### config.mk
export PLATFORM = sky130hd
export DESIGN_NAME = rpwa_back
export DESIGN_NICKNAME = d
export VERILOG_FILES = /design/src/design/radial_power_warp_address_top_macros.svh /design/src/design/rpwa_pkg.sv /design/src/design/rpwa_back.sv
export SDC_FILE = /design/constraint.sdc
export NUM_CORES = 1
export LEC_CHECK = 0
export ABC_AREA = 1
export BUFFER_PORTS_ARGS = -buffer_cell sky130_fd_sc_hd__buf_2
export CAP_MARGIN = 20
export CELL_PAD_IN_SITES_DETAIL_PLACEMENT = 0
export CELL_PAD_IN_SITES_GLOBAL_PLACEMENT = 1
export CORE_ASPECT_RATIO = 1.25
export CORE_UTILIZATION = 43
export CTS_CLUSTER_DIAMETER = 40
export DETAILED_ROUTE_END_ITERATION = 10
export HOLD_SLACK_MARGIN = 0.03
export PLACE_DENSITY = 0.82
export SETUP_SLACK_MARGIN = 0.1
export SYNTH_ARGS = -nofsm -noshare
export SYNTH_HDL_FRONTEND = slang
export SYNTH_SLANG_ARGS = --single-unit
export TNS_END_PERCENT = 20
### constraint.sdc
create_clock -name clk -period 5.55 [get_ports clk]
set_clock_uncertainty 0.1 [all_clocks]
set_input_delay 0.2775 -clock clk [delete_from_list [all_inputs] [get_ports clk]]
set_output_delay 0.2775 -clock clk [all_outputs]
set_load 0.005 [all_outputs]
### src/design/radial_power_warp_address_top_macros.svh
// ----------------------------------------------------------------------------
// radial_power_warp_address_top_macros.svh
// Assertion macros shared by the warp address generator.
// ----------------------------------------------------------------------------
`ifndef RADIAL_POWER_WARP_ADDRESS_TOP_MACROS_SVH
`define RADIAL_POWER_WARP_ADDRESS_TOP_MACROS_SVH

// check while out of reset
`define RPWA_ASSERT(name, prop, msg) \
  name: assert property (@(posedge clk) disable iff (rst) prop) else $error(msg);

// check at every edge, reset included
`define RPWA_ASSERT_ALWAYS(name, prop, msg) \
  name: assert property (@(posedge clk) prop) else $error(msg);

`endif

### src/design/rpwa_pkg.sv
// ----------------------------------------------------------------------------
// rpwa_pkg
// Shared constants and elaboration-time helpers for the warp address pipe.
// ----------------------------------------------------------------------------
`default_nettype none

package rpwa_pkg;

  localparam int FIELD_W          = 12;
  localparam int COORD_BITS_DEF   = 12;
  localparam int RATIO_FRAC_DEF   = 16;
  localparam int LOG_FRAC         = 20;
  localparam int MANT_W           = 31;
  localparam int RADIUS_W         = 17;
  localparam int POWER_W          = 16;
  localparam int CFG_IDX_W        = 8;
  localparam int CFG_DATA_W       = 32;

  // register indexes
  localparam logic [CFG_IDX_W-1:0] REG_CENTER_X  = 8'd0;
  localparam logic [CFG_IDX_W-1:0] REG_CENTER_Y  = 8'd1;
  localparam logic [CFG_IDX_W-1:0] REG_RADIUS_Q4 = 8'd2;
  localparam logic [CFG_IDX_W-1:0] REG_POWER_Q12 = 8'd3;

  localparam logic [POWER_W-1:0] POWER_RESET = 16'd4096;

  // integer square root, constant use only
  function automatic logic [63:0] isqrt64(input logic [63:0] v);
    logic [63:0] r;
    logic [63:0] b;
    logic [63:0] x;
    r = 64'd0;
    b = 64'd1 << 62;
    x = v;
    for (int i = 0; i < 32; i++) begin
      if (b != 64'd0) begin
        if (x >= r + b) begin
          x = x - (r + b);
          r = (r >> 1) + b;
        end else begin
          r = r >> 1;
        end
      end
      b = b >> 2;
    end
    return r;
  endfunction

  // 2^(-2^-k) in Q1.30
  function automatic logic [63:0] exp_coef(input int k);
    logic [63:0] c;
    c = 64'd1 << 29;
    for (int j = 1; j <= LOG_FRAC; j++) begin
      if (j <= k) c = isqrt64(c << 30);
    end
    return c;
  endfunction

endpackage

`default_nettype wire

### src/design/rpwa_back.sv
// ----------------------------------------------------------------------------
// rpwa_back
// Ratio rounding, offset multiply and final address, output register last.
// ----------------------------------------------------------------------------
`default_nettype none

module rpwa_back
  import rpwa_pkg::*;
#(
  parameter int COORD_BITS      = COORD_BITS_DEF,
  parameter int RATIO_FRAC_BITS = RATIO_FRAC_DEF,
  localparam int CB  = COORD_BITS,
  localparam int RFB = RATIO_FRAC_BITS,
  localparam int CW  = 4*CB + 3,
  localparam int DW  = 2*CB + 9,
  localparam int VW  = (DW > 2*RADIUS_W) ? DW : 2*RADIUS_W,
  localparam int EBW = $clog2(VW),
  localparam int LW  = EBW + LOG_FRAC,
  localparam int TW  = LW + POWER_W - 13,
  localparam int NW  = TW - LOG_FRAC
) (
  input  wire logic               clk,
  input  wire logic               rst,
  input  wire logic               in_valid,
  output logic                    in_ready,
  input  wire logic [MANT_W-1:0]  y_in,
  input  wire logic [NW-1:0]      n_in,
  input  wire logic [CW-1:0]      carry_in,
  input  wire logic [FIELD_W-1:0] center_x,
  input  wire logic [FIELD_W-1:0] center_y,
  output logic                    out_valid,
  input  wire logic               out_ready,
  output logic [FIELD_W-1:0]      read_x,
  output logic [FIELD_W-1:0]      read_y,
  output logic                    moved
);

  localparam int EW    = (CB > FIELD_W) ? CB : FIELD_W;
  localparam int RW    = RFB + 1;
  localparam int PW    = CB + RW;
  localparam int SBASE = 30 - RFB;

  logic v1, v2, v3;
  logic r1, r2, r3;

  assign r3 = !v3 || out_ready;
  assign r2 = !v2 || r3;
  assign r1 = !v1 || r2;
  assign in_ready = r1;

  // stage 1: ratio = y >> (SBASE + n), rounded half up
  logic [6:0]    sh_c;
  logic [63:0]   sum_c;
  logic [RW-1:0] ratio_c;
  logic [RW-1:0] ratio1;
  logic [CW-1:0] carry1;

  assign sh_c  = 7'(SBASE) + n_in[6:0];
  assign sum_c = 64'(y_in) + (64'd1 << (sh_c - 7'd1));

  always_comb begin
    if ({1'b0, n_in} > (NW+1)'(62 - SBASE)) begin
      ratio_c = '0;
    end else begin
      ratio_c = RW'(sum_c >> sh_c);
    end
  end

  always_ff @(posedge clk) begin
    if (rst) begin
      v1 <= 1'b0;
    end else if (r1) begin
      v1 <= in_valid;
    end
  end

  always_ff @(posedge clk) begin
    if (r1) begin
      ratio1 <= ratio_c;
      carry1 <= carry_in;
    end
  end

  // stage 2: offset magnitudes times ratio
  logic [CB-1:0] mx1, my1;
  logic [PW-1:0] prx2, pry2;
  logic [CW-1:0] carry2;

  assign mx1 = carry1[2*CB+2 +: CB];
  assign my1 = carry1[3*CB+2 +: CB];

  always_ff @(posedge clk) begin
    if (rst) begin
      v2 <= 1'b0;
    end else if (r2) begin
      v2 <= v1;
    end
  end

  always_ff @(posedge clk) begin
    if (r2) begin
      prx2   <= mx1 * ratio1;
      pry2   <= my1 * ratio1;
      carry2 <= carry1;
    end
  end

  // stage 3: round half away from zero, add to center, output register
  logic [CB-1:0] px2, py2, offx, offy, cx, cy, rx, ry;
  logic          sx2, sy2, warp2;
  logic [PW-1:0] rndx, rndy;
  logic [EW-1:0] cxe, cye, rxe, rye;

  assign px2   = carry2[0 +: CB];
  assign py2   = carry2[CB +: CB];
  assign sx2   = carry2[2*CB];
  assign sy2   = carry2[2*CB+1];
  assign warp2 = carry2[4*CB+2];
  assign rndx  = prx2 + (PW'(1) << (RFB - 1));
  assign rndy  = pry2 + (PW'(1) << (RFB - 1));
  assign offx  = rndx[RFB +: CB];
  assign offy  = rndy[RFB +: CB];
  assign cxe   = EW'(center_x);
  assign cye   = EW'(center_y);
  assign cx    = cxe[CB-1:0];
  assign cy    = cye[CB-1:0];
  assign rx    = !warp2 ? px2 : (sx2 ? cx - offx : cx + offx);
  assign ry    = !warp2 ? py2 : (sy2 ? cy - offy : cy + offy);
  assign rxe   = EW'(rx);
  assign rye   = EW'(ry);

  always_ff @(posedge clk) begin
    if (rst) begin
      v3 <= 1'b0;
    end else if (r3) begin
      v3 <= v2;
    end
  end

  always_ff @(posedge clk) begin
    if (r3) begin
      read_x <= rxe[FIELD_W-1:0];
      read_y <= rye[FIELD_W-1:0];
      moved  <= (rx != px2) || (ry != py2);
    end
  end

  assign out_valid = v3;

endmodule

`default_nettype wire

==> results.toml <==
[placement]
post_dp_cell_area_mm2 = 0.0265
port_buffers = 145
place_congestion = 0.968
post-dp-hpwl_mm = 56.8

[sta]
rsz0062_at_grt = "true"
fin_crit_sh_pct = 95.3
tns_ps = 0
tightestPinTransition_ps = 1090
setup_viol = 0
relSlewSlack_pct = 27.2
fmax_mhz = 189
min_period_ps = 5290
maxSlewViolCount = 0
hold_violations = 0

[die]
die_w_um = 216
io_pins = 146
coreArea_mm2 = 0.0562
die_h_um = 269
dieArea_mm2 = 0.0581
start_util_pct = 43.7
rows = 97

[route]
dr.first_iter.drc_count = 1481
via_per_inst = 4.99
drc = 0
routed_wl_mm = 69.0
final_antenna_net_count = 0
first_pass_iters = 5
via_count = 21538
wire_per_inst_um = 16.0

[yosys]
yosysWarnings = 0
synth_top_flop_cell = "edfxtp_1"
avgSynthCellArea_um2 = 7.36
syn_nets = 3935
seq_area_frac_synth_pct = 18.1
async_flop_share_pct = 0
netlist_instances = 3338
synth_edf_count = 146
netlist_area_mm2 = 0.0246
synth_seq_cells = 149
ys_types = 50

[clocking]
cts_num_sinks = 149
cts-buffers-inserted = 17
cts.path.max_buffers = 2
clk_latency_ps = 450
cts_tree = "done"
clk_pin_slew_ps = 70
root_buffer = "clkbuf_16"
htreeDepth = 4

[worst_setup_path]
end_kind = "flip-flop"
required_ps = 5650
worstPathMaxFanout = 4
criticalPathCategory = "reg -> reg"
worstSetupStartpointType = "flip-flop"
arrival_ps = 5390

[layout]
area_delta_synth_final_pct = 14.4
fin_area_mm2 = 0.0281
finalNetCount = 4157
drive_gt1_share_pct = 10.6

[min_path]
hold_path_class = "reg -> reg"

[global_routing]
antenna_found_initial = 3
grt_pass1_vias = 21769
track_usage_pct = 24.1
grt.overflow.total = 0
grt_max_degree = 71
grt_pass1_wl_mm = 112

[outcome]
run_status = "completed"

[pwr]
p_seq_share_pct = 33.7
p_comb_share_pct = 36.5
p_leak_nw = 14.9
switching_share_pct = 37.3
clock_power_share_pct = 29.8
ir_drop_mv = 0.208
power_per_cell_area_mw_per_mm2 = 149
p_sw_mw = 1.56
p_int_mw = 2.62

[job]
max_cap_viol_count = 0
-- cells in the mapped netlist, drive strengths merged, types with 3 or more instances --
cell type,instances,area [um^2]
a21oi,105,529
clkbuf,98,369
o21ai,49,245
o31ai,4,30.0
a31oi,11,68.8
nand4,50,313
nand2,1011,3880
or2,4,25.0
a21o,9,67.6
inv,681,2560
nand3,296,1510
fa,299,5990
ha,179,2240
buf,31,155
and3,3,18.8
xnor2,34,298
and2,5,31.3
edfxtp,146,4380
o21bai,9,67.6
dfxtp,3,60.1
xor2,65,569
o21a,4,30.0
nand3b,8,60.1
o211ai,6,45.0
nor2,175,702
nor3,37,185
-- layout by cell type, fill, tap and decap left out, types with 50 or more instances in the layout --
master	instances
ha_1	170
edfxtp_1	146
xor2_1	65
nand4_1	50
buf_4	122
buf_2	145
dlygate4sd3_1	53
fa_1	298
a21oi_1	101
nand3_1	290
inv_1	672
nand2_1	986
nor2_1	166
-- final cells by class --
class	instances	area (um^2)
clock inverter	14	180
inverter	682	2560
fill	5575	28100
tap	742	928
clock buffer	18	429
multi-input combinational	2378	17200
sequential	149	4440
timing repair buffer	332	2360
antenna	2	5.00
-- state kept, by name, indices dropped and copies added, names as in the netlist --
register	count
carry1	51
carry2	27
moved	1
out_valid	1
prx2	13
pry2	13
ratio1	17
read_x	12
read_y	12
v1	1
v2	1
-- worst max-delay path, stage by stage (launching register included) --
cell and delay, ps:
edfxtp_1 400, buf_4 170, buf_4 140, nand2_1 50
inv_1 50, fa_1 460, fa_1 540, inv_1 50
fa_1 480, inv_1 60, fa_1 510, fa_1 490
ha_1 350, a21oi_2 190, o21a_1 120, o211ai_1 90
buf_4 150, a21o_1 190, a21oi_2 170, o21ai_0 110
xor2_1 150
-- layer usage --
layer	part of all wire [%]	global-route usage (%)	wire length [um]	vias to the layer above
met5	0.032	0	22	-
met4	4.2	10.3	2890	4
met3	3.2	2.00	2210	124
met2	52	44.9	36100	513
met1	40	28.1	27800	10155
li1	-	-	-	10742
-- cells by family after synthesis --
family / share of synthesized area [%]
buffers and inverters: 12.6
flip-flops: 18.1
AO/OA/AOI/OAI: 4.84
adder cells (fa/ha/maj): 33.5
AND/OR/NAND/NOR: 27.5
XOR/XNOR: 3.53
-- final timing paths --
check,start,to,slack [ps],depth (start not counted)
setup / recovery,ratio1[1],prx2[26],260,20
hold / removal,carry1[16],carry2[16],310,0
setup reg to reg,ratio1[1],prx2[26],260,20
hold reg to reg,carry1[16],carry2[16],310,0
-- power by group through the flow --
stage               sequential, mW  clock [mW]  combinational [mW]
floorplan                     1.41           0                1.03
global placement              1.44           0                1.44
detailed placement            1.44           0                1.45
CTS                           1.41        1.27                1.49
global route                  1.42        1.31                1.71
finish                        1.41        1.24                1.52
-- metrics by stage --
step / hold WS [ps] / total power, mW / utilization [%] / std cells / setup slack (ps)
6_report: 314 / 4.17 / 50.0 / 4317 / 259
4_1_cts: 317 / 4.18 / 49.3 / 4288 / 86.5
2_1_floorplan: 247 / 2.44 / - / 3338 / 221
3_5_place_dp: 305 / 2.89 / 47.2 / 4196 / -45.5
5_1_grt: 317 / 4.44 / 50.0 / 4316 / -1.82
3_3_place_gp: 301 / 2.88 / 47.2 / 4196 / 56.0
-- what timing repair did --
item,CTS,global route
gates cloned,0,0
pin swaps,0,5
setup endpoints to repair,7,13
hold buffers,53,0
gates resized for setup,1,29
buffers inserted,7,26
hold endpoints to repair,54,0
Note: power is estimated with default switching activity, not from simulation.
