<file path="src/design/radial_power_warp_address_top_macros.svh">
// ----------------------------------------------------------------------------
// radial_power_warp_address_top_macros.svh
// Assertion macros shared by the warp address generator.
// ----------------------------------------------------------------------------
`ifndef RADIAL_POWER_WARP_ADDRESS_TOP_MACROS_SVH
`define RADIAL_POWER_WARP_ADDRESS_TOP_MACROS_SVH

// check while out of reset
`define RPWA_ASSERT(name, prop, msg) \
  name: assert property (@(posedge clk) disable iff (rst) prop) else $error(msg);

// check at every edge, reset included
`define RPWA_ASSERT_ALWAYS(name, prop, msg) \
  name: assert property (@(posedge clk) prop) else $error(msg);

`endif

</file>
<file path="src/design/rpwa_pkg.sv">
// ----------------------------------------------------------------------------
// rpwa_pkg
// Shared constants and elaboration-time helpers for the warp address pipe.
// ----------------------------------------------------------------------------
`default_nettype none

package rpwa_pkg;

  localparam int FIELD_W          = 12;
  localparam int COORD_BITS_DEF   = 12;
  localparam int RATIO_FRAC_DEF   = 16;
  localparam int LOG_FRAC         = 20;
  localparam int MANT_W           = 31;
  localparam int RADIUS_W         = 17;
  localparam int POWER_W          = 16;
  localparam int CFG_IDX_W        = 8;
  localparam int CFG_DATA_W       = 32;

  // register indexes
  localparam logic [CFG_IDX_W-1:0] REG_CENTER_X  = 8'd0;
  localparam logic [CFG_IDX_W-1:0] REG_CENTER_Y  = 8'd1;
  localparam logic [CFG_IDX_W-1:0] REG_RADIUS_Q4 = 8'd2;
  localparam logic [CFG_IDX_W-1:0] REG_POWER_Q12 = 8'd3;

  localparam logic [POWER_W-1:0] POWER_RESET = 16'd4096;

  // integer square root, constant use only
  function automatic logic [63:0] isqrt64(input logic [63:0] v);
    logic [63:0] r;
    logic [63:0] b;
    logic [63:0] x;
    r = 64'd0;
    b = 64'd1 << 62;
    x = v;
    for (int i = 0; i < 32; i++) begin
      if (b != 64'd0) begin
        if (x >= r + b) begin
          x = x - (r + b);
          r = (r >> 1) + b;
        end else begin
          r = r >> 1;
        end
      end
      b = b >> 2;
    end
    return r;
  endfunction

  // 2^(-2^-k) in Q1.30
  function automatic logic [63:0] exp_coef(input int k);
    logic [63:0] c;
    c = 64'd1 << 29;
    for (int j = 1; j <= LOG_FRAC; j++) begin
      if (j <= k) c = isqrt64(c << 30);
    end
    return c;
  endfunction

endpackage

`default_nettype wire

</file>
<file path="src/design/rpwa_front.sv">
// ----------------------------------------------------------------------------
// rpwa_front
// Offsets, squared distance and radius, leading-one search and mantissa
// normalization, over four stages.
// ----------------------------------------------------------------------------
`default_nettype none

module rpwa_front
  import rpwa_pkg::*;
#(
  parameter int COORD_BITS = COORD_BITS_DEF,
  localparam int CB  = COORD_BITS,
  localparam int CW  = 4*CB + 3,
  localparam int DW  = 2*CB + 9,
  localparam int VW  = (DW > 2*RADIUS_W) ? DW : 2*RADIUS_W,
  localparam int EBW = $clog2(VW)
) (
  input  wire logic                 clk,
  input  wire logic                 rst,
  input  wire logic                 in_valid,
  output logic                      in_ready,
  input  wire logic [FIELD_W-1:0]   pixel_x,
  input  wire logic [FIELD_W-1:0]   pixel_y,
  input  wire logic [FIELD_W-1:0]   center_x,
  input  wire logic [FIELD_W-1:0]   center_y,
  input  wire logic [RADIUS_W-1:0]  radius_q4,
  input  wire logic [POWER_W-1:0]   power_q12,
  output logic                      out_valid,
  input  wire logic                 out_ready,
  output logic [MANT_W-1:0]         mant_r,
  output logic [MANT_W-1:0]         mant_d,
  output logic [EBW-1:0]            exp_r,
  output logic [EBW-1:0]            exp_d,
  output logic [CW-1:0]             carry
);

  localparam int EW = (CB > FIELD_W) ? CB : FIELD_W;

  logic v1, v2, v3, v4;
  logic r1, r2, r3, r4;

  assign r4 = !v4 || out_ready;
  assign r3 = !v3 || r4;
  assign r2 = !v2 || r3;
  assign r1 = !v1 || r2;
  assign in_ready = r1;

  // stage 1: coordinates and signed offsets
  logic [EW-1:0] pxe, pye, cxe, cye;
  logic [CB-1:0] px_c, py_c, cx_c, cy_c;
  logic [CB-1:0] px1, py1;
  logic signed [CB:0] dx1, dy1;

  assign pxe  = EW'(pixel_x);
  assign pye  = EW'(pixel_y);
  assign cxe  = EW'(center_x);
  assign cye  = EW'(center_y);
  assign px_c = pxe[CB-1:0];
  assign py_c = pye[CB-1:0];
  assign cx_c = cxe[CB-1:0];
  assign cy_c = cye[CB-1:0];

  always_ff @(posedge clk) begin
    if (rst) begin
      v1 <= 1'b0;
    end else if (r1) begin
      v1 <= in_valid;
    end
  end

  always_ff @(posedge clk) begin
    if (r1) begin
      px1 <= px_c;
      py1 <= py_c;
      dx1 <= $signed({1'b0, px_c}) - $signed({1'b0, cx_c});
      dy1 <= $signed({1'b0, py_c}) - $signed({1'b0, cy_c});
    end
  end

  // stage 2: magnitudes, squared distance and squared radius
  logic [CB-1:0] mx_c, my_c;
  logic [2*CB-1:0] sqx, sqy;
  logic [CB-1:0] px2, py2, mx2, my2;
  logic sx2, sy2;
  logic [DW-1:0] dsq2;
  logic [2*RADIUS_W-1:0] rsq2;

  assign mx_c = dx1[CB] ? CB'(-dx1) : dx1[CB-1:0];
  assign my_c = dy1[CB] ? CB'(-dy1) : dy1[CB-1:0];
  assign sqx  = mx_c * mx_c;
  assign sqy  = my_c * my_c;

  always_ff @(posedge clk) begin
    if (rst) begin
      v2 <= 1'b0;
    end else if (r2) begin
      v2 <= v1;
    end
  end

  always_ff @(posedge clk) begin
    if (r2) begin
      px2  <= px1;
      py2  <= py1;
      mx2  <= mx_c;
      my2  <= my_c;
      sx2  <= dx1[CB];
      sy2  <= dy1[CB];
      dsq2 <= DW'(({1'b0, sqx} + {1'b0, sqy})) << 8;
      rsq2 <= radius_q4 * radius_q4;
    end
  end

  // stage 3: warp decision and leading-one positions
  logic [VW-1:0] vd_c, vr_c;
  logic [EBW-1:0] ed_c, er_c;
  logic warp_c;
  logic [VW-1:0] vd3, vr3;
  logic [EBW-1:0] ed3, er3;
  logic [CW-1:0] carry3;

  assign vd_c = VW'(dsq2);
  assign vr_c = VW'(rsq2);
  assign warp_c = (radius_q4 != '0) && (power_q12 != '0) && (dsq2 != '0) &&
                  (vd_c < vr_c);

  always_comb begin
    ed_c = '0;
    er_c = '0;
    for (int i = 0; i < VW; i++) begin
      if (vd_c[i]) ed_c = EBW'(i);
      if (vr_c[i]) er_c = EBW'(i);
    end
  end

  always_ff @(posedge clk) begin
    if (rst) begin
      v3 <= 1'b0;
    end else if (r3) begin
      v3 <= v2;
    end
  end

  always_ff @(posedge clk) begin
    if (r3) begin
      vd3    <= vd_c;
      vr3    <= vr_c;
      ed3    <= ed_c;
      er3    <= er_c;
      carry3 <= {warp_c, my2, mx2, sy2, sx2, py2, px2};
    end
  end

  // stage 4: normalize to Q1.30
  logic [VW-1:0] nd_c, nr_c;

  assign nd_c = vd3 << (EBW'(VW-1) - ed3);
  assign nr_c = vr3 << (EBW'(VW-1) - er3);

  always_ff @(posedge clk) begin
    if (rst) begin
      v4 <= 1'b0;
    end else if (r4) begin
      v4 <= v3;
    end
  end

  always_ff @(posedge clk) begin
    if (r4) begin
      mant_d <= nd_c[VW-1 -: MANT_W];
      mant_r <= nr_c[VW-1 -: MANT_W];
      exp_d  <= ed3;
      exp_r  <= er3;
      carry  <= carry3;
    end
  end

  assign out_valid = v4;

endmodule

`default_nettype wire

</file>
<file path="config.mk">
export PLATFORM = sky130hd
export DESIGN_NAME = rpwa_front
export DESIGN_NICKNAME = d
export VERILOG_FILES = /design/src/design/radial_power_warp_address_top_macros.svh /design/src/design/rpwa_pkg.sv /design/src/design/rpwa_front.sv
export SDC_FILE = /design/constraint.sdc
export NUM_CORES = 2
export LEC_CHECK = 0
export BUFFER_PORTS_ARGS = -buffer_cell sky130_fd_sc_hd__buf_2
export CAP_MARGIN = 5
export CORE_MARGIN = 2
export CORE_UTILIZATION = 57
export CTS_CLUSTER_DIAMETER = 150
export DETAILED_ROUTE_END_ITERATION = 8
export PLACE_DENSITY_LB_ADDON = 0.05
export SLEW_MARGIN = 10
export SYNTH_ARGS = -nofsm -noshare
export SYNTH_HDL_FRONTEND = slang
export SYNTH_SLANG_ARGS = --single-unit
</file>
<file path="constraint.sdc">
create_clock -name clk -period 7.9 [get_ports clk]
set_clock_uncertainty 0.15 [all_clocks]
set_input_delay 0.395 -clock clk [delete_from_list [all_inputs] [get_ports clk]]
set_output_delay 0.395 -clock clk [all_outputs]
set_load 0.005 [all_outputs]
</file>
==> summary.md <==
| Metric | Value |
|---|---|
| Worst EP arrival | `8.01 ns` |
| WL met3 | `4.89 mm` |
| Clk sinks | `403` |
| Synth area leaders | `edfxtp_1 36%, fa_1 23%, ha_1 9.9%` |
| DRT iter0 DRCs | `1490` |
| Share of cells above drive strength 1 | `14.2%` |
| Post-synth EDFFs | `399` |
| Core Util, Final | `64.6%` |
| Clk pin slew, worst setup/hold paths | `0.06 ns` |
| Wire per inst | `18.4 um` |
| Count of unique library cells instantiated by Yosys | `81` |
| Placer Congestion | `0.903` |
| Die height | `247 um` |
| Post-Syn Area per Cell | `11.0 sq um` |
| Nets@finish | `4088` |
| Vias in the first global route | `23300` |
| Cell taking the most area after synthesis | `edfxtp_1` |
| Diode count | `0` |
| Max_slew headroom | `31.6%` |
| Core area | `58700 sq um` |
| Tightest Hold Check Type | `primary input to flop` |
| M1 wire length | `35.2 mm` |
| Max layer used | `met4` |
| Most used DFF post-synth | `edfxtp_1` |
| DRT antenna net count | `0` |
| PortBufs | `206` |
| Crit. End Element | `flop` |
| Critical Path Most Common Cell | `fa_1` |
| Synthesized instance count | `3050` |
| WP data required | `8.16 ns` |
| Top-Level Pins | `212` |
| Fin. Hold Viols | `0` |
| Layout Area Growth over Synthesis | `12.8%` |
| Placed wire-length estimate | `59.9 mm` |
| Critical path launch point type | `flop` |
| Tmin final | `7.75 ns` |
| CTS tree | `done` |
| Initial antenna violation count | `1` |
| Met2 wire length | `34.7 mm` |
| Setup Viol. Count Final | `0` |
| H-tree depth | `2` |
| Post-synthesis sequential area ratio | `35.9%` |
| Critical path's slowest cell | `fa_1` |
| Hold Path Stages | `4` |
| Worst hold margin | `0.0471 ns` |
| CTS buffer count | `44` |
| Yosys top cell area share | `35.6%` |
| Most frequent cell after synthesis | `inv_1` |
| First-pass GRT wire length | `123 mm` |
| Yosys reg bits | `403` |
| Final WL | `76.4 mm` |
| Largest net degree at the start of global routing | `83` |
| First-pass DRT Iterations | `6` |
| Path type of the worst setup path | `flop to flop` |
| Vias post-DR | `22400` |
| Die W | `247 um` |
| Clk buf depth | `3` |
| Tcrit/Tclk final | `98.0%` |
| Placement Cell Area | `35800 sq um` |
| GRT Total Usage | `26.0%` |
| Share of synthesized registers carrying an async set or reset | `0%` |
| Post-route cell area | `37900 sq um` |
| Initial core utilization | `57.3%` |
| Max-cap viol count | `0` |
| Slew Limit Fails | `0` |
| Crit path largest cell delay | `0.57 ns` |
| Vias per inst | `5.40` |
| Die area | `60900 sq um` |
| # rows | `89` |
| Root Buffer | `clkbuf_16` |
| Outcome | `completed` |
| Grt ovf | `0` |
| Final TNS setup | `0 ns` |
| RSZ-0062 raised after global routing | `true` |
| FF-to-FF path depth | `28` |
| DRC | `0` |
| Achievable Freq | `129 MHz` |
| Worst Path Max Fanout | `3` |
| Post-synthesis instance area | `33600 sq um` |
| Insertion delay to the later sink of the worst-skew pair | `0.60 ns` |
| Synth warnings | `0` |
| Least-Margin Pin Slew | `1.03 ns` |
| Post-synth top cells | `655 x inv_1, 399 x edfxtp_1, 393 x fa_1` |
## cells by family (layout without fill, tap and decap cells)
family	Yosys count	in the layout	synth area share, %
flops	403	403	35.9
buf+inv	747	1071	8.43
simple gates	686	686	9.14
xor+xnor	105	105	2.76
fa+ha+maj	659	659	33.3
mux	77	77	3.26
other cells	1	5	0.0112
compound gates	372	372	7.21
## area by class of cell
type | instances | area [sq um]
Clock inverter | 29 | 239
Fill cell | 4692 | 20800
Timing Repair Buffer | 322 | 1970
Tap cell | 773 | 967
Sequential cell | 403 | 12100
Clock buffer | 51 | 1150
Inverter | 669 | 2520
Multi-Input combinational cell | 1904 | 19000
## through the flow
step | setup WS [ns] | cells
final | 0.155 | 4151
after global routing | -0.0898 | 4151
after CTS | 0.00609 | 4133
after detailed placement | -0.0751 | 4023
after global placement | -0.0218 | 4023
after floorplan | 0.0392 | 3054
## registers in the layout, summed over array words and instances (netlist names), 13 cells and up
name and flops:
carry3 51, carry 51, rsq2 33, vr3 33, mant_r 31, mant_d 26, dsq2 25, vd3 25
dx1 13, dy1 13
## cell usage in the layout (no fill, tap or decap), drive strengths merged, types with 6 or more instances in the layout
cell type and instances:
o211ai 9, a21o 25, nand2 252, a211oi 30, nor2b 27, nand3 19
o21bai 11, and3 12, o21a 19, nor3 22, a21oi 107, or2 8
dlygate4sd3 26, o21ai 78, mux2 11, fa 393, inv 666, nand4 9
o31ai 11, o22ai 14, mux4 25, buf 296, a31o 6, nor2 225
xor2 37, ha 266, a31oi 9, nand2b 21, clkbuf 51, mux2i 41
nor4 16, and2 60, edfxtp 399, a22oi 7, xnor2 68, clkinv 28
## worst max-delay path: cells and delay by family, from the launching register on
kind / cells / cell delay (ns)
compound gates: 6 / 0.99
xor+xnor: 1 / 0.18
buf+inv: 7 / 0.44
flops: 1 / 0.45
fa+ha+maj: 8 / 3.78
simple gates: 6 / 1.60
## per-layer routing
metal	GRT usage (%)	vias up
met3	4.56	118
met1	38.2	11100
met5	0	-
met4	6.70	0
met2	40.3	645
li1	-	10500
## timing repair
action | 4_1_cts | 5_1_grt
buffers inserted | 4 | 19
pin swaps | 3 | 25
endpoints found under the setup margin | 6 | 10
endpoints found under the hold margin | 28 | 0
gates resized for setup | 7 | 64
hold buffers | 26 | 0
## path summary, 6_finish.rpt
path / startpoint / endpoint / slack (ns)
setup reg to reg: dx1[2] / dsq2[27] / 0.15
setup / recovery: dx1[2] / dsq2[27] / 0.15
hold / removal: out_ready / out_valid / 0.05
hold reg to reg: carry3[27] / carry[27] / 0.26
Power is left out: the tool's default activity adds up to more than one toggle a clock period on the data nets, which glitch-free logic cannot reach.
